--- src/rtl/v4nl_pkg.sv ---
// ----------------------------------------------------------------------------
// v4nl_pkg
// Shared widths, command codes and sideband types of the vector4 unit.
// ----------------------------------------------------------------------------
`default_nettype none

package v4nl_pkg;

  localparam int FIELD_W   = 24;             // Q8.16 component
  localparam int FRAC_BITS = 16;
  localparam int SCALAR_W  = 34;
  localparam int OP_W      = FIELD_W + 1;    // room for a - b
  localparam int PROD_W    = 2 * OP_W;
  localparam int SUM_W     = PROD_W + 2;     // sum of four products
  localparam int ROOT_W    = 26;
  localparam int RAD_W     = 2 * ROOT_W;
  localparam int MAG_W     = FIELD_W;
  localparam int DQ_W      = FRAC_BITS + 1;  // quotient never exceeds one
  localparam int SQ_PER    = 2;              // root iterations per stage

  localparam logic signed [SCALAR_W-1:0] SCALAR_MAX = SCALAR_W'(64'sd1 <<< 32);
  localparam logic signed [SCALAR_W-1:0] SCALAR_MIN = -SCALAR_MAX;
  localparam logic [DQ_W-1:0]            ONE_Q      = DQ_W'(1) << FRAC_BITS;

  typedef enum logic [2:0] {
    CMD_NORM_ZERO = 3'd0,
    CMD_NORM_KEEP = 3'd1,
    CMD_LEN       = 3'd2,
    CMD_SQLEN     = 3'd3,
    CMD_DOT       = 3'd4,
    CMD_DIST      = 3'd5
  } cmd_e;

  typedef logic [3:0][FIELD_W-1:0] vec_t;
  typedef logic [3:0][MAG_W-1:0]   mag_t;
  typedef logic [3:0][DQ_W-1:0]    quo_t;

  // carried alongside the root pipeline
  typedef struct packed {
    logic [2:0]                  cmd;
    vec_t                        a;
    logic                        zl;
    logic signed [SCALAR_W-1:0]  scalar;
  } side_t;

  // carried alongside the divider
  typedef struct packed {
    logic [2:0]                  cmd;
    logic [3:0]                  neg;
    logic                        zl;
    logic signed [SCALAR_W-1:0]  scalar;
  } meta_t;

endpackage

`default_nettype wire

--- src/rtl/v4nl_sqrt.sv ---
// ----------------------------------------------------------------------------
// v4nl_sqrt
// Pipelined restoring integer square root, two result bits per stage.
// ----------------------------------------------------------------------------
`default_nettype none

module v4nl_sqrt (
  input  wire logic                        clk_i,
  input  wire logic                        rst_ni,
  input  wire logic                        valid_i,
  input  wire logic [v4nl_pkg::RAD_W-1:0]  rad_i,
  input  wire v4nl_pkg::side_t             side_i,
  output logic                             valid_o,
  output logic [v4nl_pkg::ROOT_W-1:0]      root_o,
  output v4nl_pkg::side_t                  side_o
);
  import v4nl_pkg::*;

  localparam int NST = ROOT_W / SQ_PER;
  localparam int RW  = ROOT_W + 2;

  logic              vld_q  [NST];
  logic [RW-1:0]     rem_q  [NST];
  logic [ROOT_W-1:0] root_q [NST];
  logic [RAD_W-1:0]  rad_q  [NST];
  side_t             side_q [NST];

  for (genvar st = 0; st < NST; st++) begin : g_st
    logic              v_p;
    logic [RW-1:0]     rem_p, rem_n;
    logic [ROOT_W-1:0] root_p, root_n;
    logic [RAD_W-1:0]  rad_p, rad_n;
    side_t             side_p;

    if (st == 0) begin : g_src
      assign v_p    = valid_i;
      assign rem_p  = '0;
      assign root_p = '0;
      assign rad_p  = rad_i;
      assign side_p = side_i;
    end else begin : g_src
      assign v_p    = vld_q[st-1];
      assign rem_p  = rem_q[st-1];
      assign root_p = root_q[st-1];
      assign rad_p  = rad_q[st-1];
      assign side_p = side_q[st-1];
    end

    always_comb begin
      logic [RW+1:0] acc, trial;
      rem_n  = rem_p;
      root_n = root_p;
      rad_n  = rad_p;
      for (int k = 0; k < SQ_PER; k++) begin
        acc   = {rem_n, rad_n[RAD_W-1 -: 2]};
        trial = {2'b00, root_n, 2'b01};
        if (acc >= trial) begin
          rem_n  = RW'(acc - trial);
          root_n = {root_n[ROOT_W-2:0], 1'b1};
        end else begin
          rem_n  = RW'(acc);
          root_n = {root_n[ROOT_W-2:0], 1'b0};
        end
        rad_n = {rad_n[RAD_W-3:0], 2'b00};
      end
    end

    always_ff @(posedge clk_i or negedge rst_ni) begin
      if (!rst_ni) begin
        vld_q[st] <= 1'b0;
      end else begin
        vld_q[st] <= v_p;
      end
    end

    always_ff @(posedge clk_i) begin
      rem_q[st]  <= rem_n;
      root_q[st] <= root_n;
      rad_q[st]  <= rad_n;
      side_q[st] <= side_p;
    end
  end

  assign valid_o = vld_q[NST-1];
  assign root_o  = root_q[NST-1];
  assign side_o  = side_q[NST-1];

endmodule

`default_nettype wire

--- config.mk ---
export PLATFORM = sky130hd
export DESIGN_NAME = v4nl_sqrt
export DESIGN_NICKNAME = d
export VERILOG_FILES = /design/src/rtl/v4nl_pkg.sv /design/src/rtl/v4nl_sqrt.sv
export SDC_FILE = /design/constraint.sdc
export NUM_CORES = 2
export LEC_CHECK = 0
export BUFFER_PORTS_ARGS = -buffer_cell sky130_fd_sc_hd__buf_2
export CAP_MARGIN = 20
export CORE_MARGIN = 10
export CORE_UTILIZATION = 27
export DETAILED_ROUTE_END_ITERATION = 6
export GPL_TIMING_DRIVEN = 0
export PLACE_DENSITY = 0.43
export SYNTH_ARGS = -nofsm -noshare
export SYNTH_HDL_FRONTEND = slang
export SYNTH_SLANG_ARGS = --single-unit
--- constraint.sdc ---
create_clock -name clk_i -period 12.1 [get_ports clk_i]
set_input_delay 3.025 -clock clk_i [delete_from_list [all_inputs] [get_ports clk_i]]
set_output_delay 3.025 -clock clk_i [all_outputs]
set_load 0.05 [all_outputs]
After elaboration in Yosys (flattened, before gate mapping)
Memory sizes are Yosys's and may differ from the RTL's.
Index checks and enable logic that the tools add are counted.

operators by class
  $add $sub $neg = 26
  magnitude comparators = 26
  muxes and demuxes = 52

operators with widths
  cell                                                               count
  two-way mux 28 bit                                                 26
  greater-or-equal comparator 30 x 28 -> 1 bit                       24
  subtractor 28 bit                                                  24
  greater-or-equal comparator 30 x 3 -> 1 bit                        1
  subtractor 28 x 3 -> 28 bit                                        1
  two-way mux 1 bit                                                  26
  subtractor 2 x 1 -> 3 bit, second input constant                   1
  greater-or-equal comparator 2 x 1 -> 1 bit, second input constant  1

word-level totals
  flip-flop bits (word level) = 13
  RAM bits = 3068
  input port bits = 189
  output and inout bits = 161
  word-level logic and storage cells = 121
  memories kept = 4

memories
  name    words  bits a word  read ports  clocked after Yosys merged registers in  write ports  RTL line         source
  side_q  13     134          13          0                                        13           v4nl_sqrt.sv:26  side_t side_q [NST];
  rad_q   13     48           12          0                                        13           v4nl_sqrt.sv:25  logic [RAD_W-1:0] rad_q [NST];
  rem_q   13     28           12          0                                        13           v4nl_sqrt.sv:23  logic [RW-1:0] rem_q [NST];
  root_q  13     26           13          0                                        13           v4nl_sqrt.sv:24  logic [ROOT_W-1:0] root_q [NST];

Longest topological paths before layout
An unclocked memory read counts as a cell.

  word-level depth = 5
  gate-level depth with buffers = 29
  mapped depth without buffers = 24

Least setup slack after synthesis
Ideal clock, no wire load.

  kind = reg2reg
  from = memory root_q[10][17] (netlist: root_q[1][69])
  to = memory rem_q[11][13] in the netlist's numbering
  library setup time = 121 ps
  arrival = 5689 ps
  required time = 11979 ps
  slack = 6290 ps
  stages on the path, launching flop included = 22
  path buffers = 3
  clock period less this slack = 5810 ps
  cells stage by stage = dfxtp_1 inv_1 ha_1 clkbuf_1 a21oi_1 o21ai_0 or4b_2 and3_1 nand2_1 buf_1 mux2_2 ha_1 inv_1 or4_1 mux2_2 o211ai_1 a311o_1 a31oi_1 o211ai_1 nand2b_1 clkbuf_1 mux2_2

RTL lines
  element             RTL line
  start: declaration  v4nl_sqrt.sv:24
  end: declaration    v4nl_sqrt.sv:23

==> flow_metrics.tcl <==
set metrics [dict create \
    cts.htree.levels 5 \
    cts.sinks 2566 \
    synth_edf_count 0 \
    synth-seq-cells 2566 \
    p_clk_share_pct 39.6 \
    synth_flop_cell "dfxtp_1" \
    worst_pin_slew_ns 1.06 \
    area_growth_pct 20.6 \
    clk_pin_slew_ns 0.06 \
    port-buffer-count 349 \
    post-place-cells 11100 \
    critPathKind "register to register" \
    viasPerCell 4.22 \
    nets 8077 \
    syn_area_um2 79400 \
    drt-total-wl_um 176000 \
    max_cap_viol_count 0 \
    cts_buffer_depth 4 \
    min_path_type "register to register" \
    fp.coreArea_um2 293000 \
    drv_slew 0 \
    yosysWarnings 0 \
    rows 199 \
    vias 49100 \
    grt_pass1_wl_um 274000 \
    grt_setup_unrepaired "false" \
    synthCells 6877 \
    hold_viol_final 0 \
    crit_fanout 10 \
    seqPwrFrac_pct 44.2 \
    postCtsSetupRepairBufs 0 \
    cp_top_family "simple AND/OR/NAND/NOR gates" \
    cts_resized 0 \
    leakage_uw 0.0416 \
    grt_max_degree 16 \
    avgRoutedWirePerCell_um 15.1 \
    crit_arrival_ns 10.03 \
    p_int_uw 15900 \
    grt_pass1_vias 49100 \
    cp_num_buf_inv 7 \
    drive_above_1_share_pct 12.3 \
    drt_iter0_markers 2697 \
    status "completed" \
    gp_congestion 0.858 \
    fin_crit_sh_pct 77.4 \
    cts_made_buffers 279 \
    required_ns 12.76 \
    grt_overflow_total 0 \
    synthArstFlopShare_pct 0.507 \
    drt-pass1-iter-count 5 \
    relSlewSlack_pct 27.7 \
    setup_viol 0 \
    cts_root_buffer "clkbuf_16" \
    cp-start-kind "register" \
    cts_hold_buf 0 \
    fmax_mhz 107 \
    synth.distinct_cells 99 \
    seq_area_frac_synth_pct 64.8 \
    start_util_pct 27.1 \
    die_x_um 562 \
    grt.total_usage_pct 10.7 \
    antenna_found_initial 25 \
    die-area_um2 316000 \
    cpMostUsedCell "clkbuf_1" \
    remaining_drc_errors 0 \
    finalNonFillerCells 11700 \
    max_stage_delay_ns 0.79 \
    worstSetupEndpointType "register" \
    timing.final.crit_period_ns 9.36 \
    total_power_uw 22000 \
    power_switching_uw 6090 \
    postRouteAntennaNets 0 \
    power_frac_comb_pct 16.2 \
    place_hpwl_um 132000 \
    critPathSlowestCell "nor4b_1" \
    swShare_pct 27.7 \
    fin_worst_skew_ns 0.0537 \
    syn_area_per_cell_um2 11.5 \
    ios 350 \
    chipHeight_um 562 \
    clock_latency_ns 0.86 \
    hold_ws_ns 0.295 \
    fin_tns_setup_ns 0 \
    cts_tree "built" \
    p_per_area_nw_per_um2 229 \
    peakVddDrop_uv 120 \
]
kinds of logic after synthesis:
family          share of synthesized area [%]
other cells                           0.00472
mux                                      1.31
simple gates                             10.5
fa+ha+maj                                5.91
buf+inv                                  2.09
flops                                    64.8
compound gates                           9.85
xor+xnor                                 5.60
state kept, by name, summed over array words and instances (netlist names):
register  cells
side_q     1742
rad_q       312
g_st.v_p     12
rem_q       317
valid_o       1
root_q      182
cell type report:
type	instances	area (um^2)
Inverter	316	1190
Buffer	121	475
Timing Repair Buffer	354	1770
Clock inverter	120	1740
Clock buffer	377	7970
Fill cell	29600	197000
Tap cell	3919	4900
Antenna cell	4	10.0
Sequential cell	2566	51400
Multi-Input combinational cell	3875	26300
cells in the final DEF (no fill, tap or decap), types with 23 or more instances in the layout:
master     instances
and2_1            36
and3_1            44
o211ai_1          27
bufinv_16         24
xnor2_1          323
nand2b_1          64
clkinv_2          37
a21o_1           129
o31ai_1           40
or3_1             45
a211oi_1          30
nor3_1           127
mux2i_1           26
o21bai_1          40
nand3_1          135
nor2_1           469
nor2b_1           53
dfxtp_1         2553
nor4_1            62
xor2_1           185
a21oi_1          400
o21a_1            69
a31oi_1           35
o21ai_0          248
clkbuf_8          49
nand2_1          371
inv_1            306
ha_1             375
nand4_1           86
a21boi_0          23
clkbuf_16        285
or2_2             37
mux2_2            61
buf_2            364
clkbuf_1         136
stage by stage:
stage          utilization [%]  cell area [um^2]  setup slack [ns]
6_report                  32.7             95800              2.74
5_1_grt                   32.7             95800              2.18
4_1_cts                   32.7             95800              2.35
3_5_place_dp              29.3             86100              2.44
3_3_place_gp              29.3             86100              2.38
2_1_floorplan                -             79400              6.29
power by group through the flow:
stage               registers [uW]  clock network (uW)  logic (uW)
floorplan                     9810                   0        2610
global placement              9890                   0        3530
detailed placement            9900                   0        3530
CTS                           9720                9100        3560
global route                  9810                9430        3970
finish                        9710                8700        3550
path summary, 6_finish.rpt:
path	depth (start not counted)	slack, ns	endpoint	startpoint
max	26	2.74	rem_q[11][24]	root_q[1][69]
min	0	0.30	side_q[0][474]	side_q[0][340]
max reg2reg	26	2.74	rem_q[11][24]	root_q[1][69]
min reg2reg	0	0.30	side_q[0][474]	side_q[0][340]
max in group asynchronous	1	9.80	g_st[8].v_p	rst_ni
min in group asynchronous	1	2.07	g_st[1].v_p	rst_ni
metal layers:
metal	track usage (%)	routed length [um]	share of wire [%]
met2	17.6	79800	45
met3	2.48	9230	5.2
met5	0	22	0.012
met4	4.37	7320	4.2
met1	13.3	79800	45
Yosys cell counts (all sizes together) (35+ instances only):
master  count  share of area [%]
dfxtp    2553                 64
nor2      470                2.2
a21oi     400                2.5
ha        375                5.9
nand2     371                1.8
xnor2     323                3.6
inv       311                1.5
o21ai     259                1.6
xor2      185                2.0
nand3     135               0.85
a21o      129                1.2
nor3      128               0.82
clkbuf     93               0.44
nand4      88               0.72
mux2       69               0.98
o21a       69               0.65
nand2b     64               0.50
nor4       63               0.50
nor2b      53               0.42
or3        45               0.35
and3       44               0.35
or2        43               0.34
o31ai      41               0.40
o21bai     40               0.38
and2       38               0.30
a31oi      35               0.28
(Power assumes the default switching activity.)
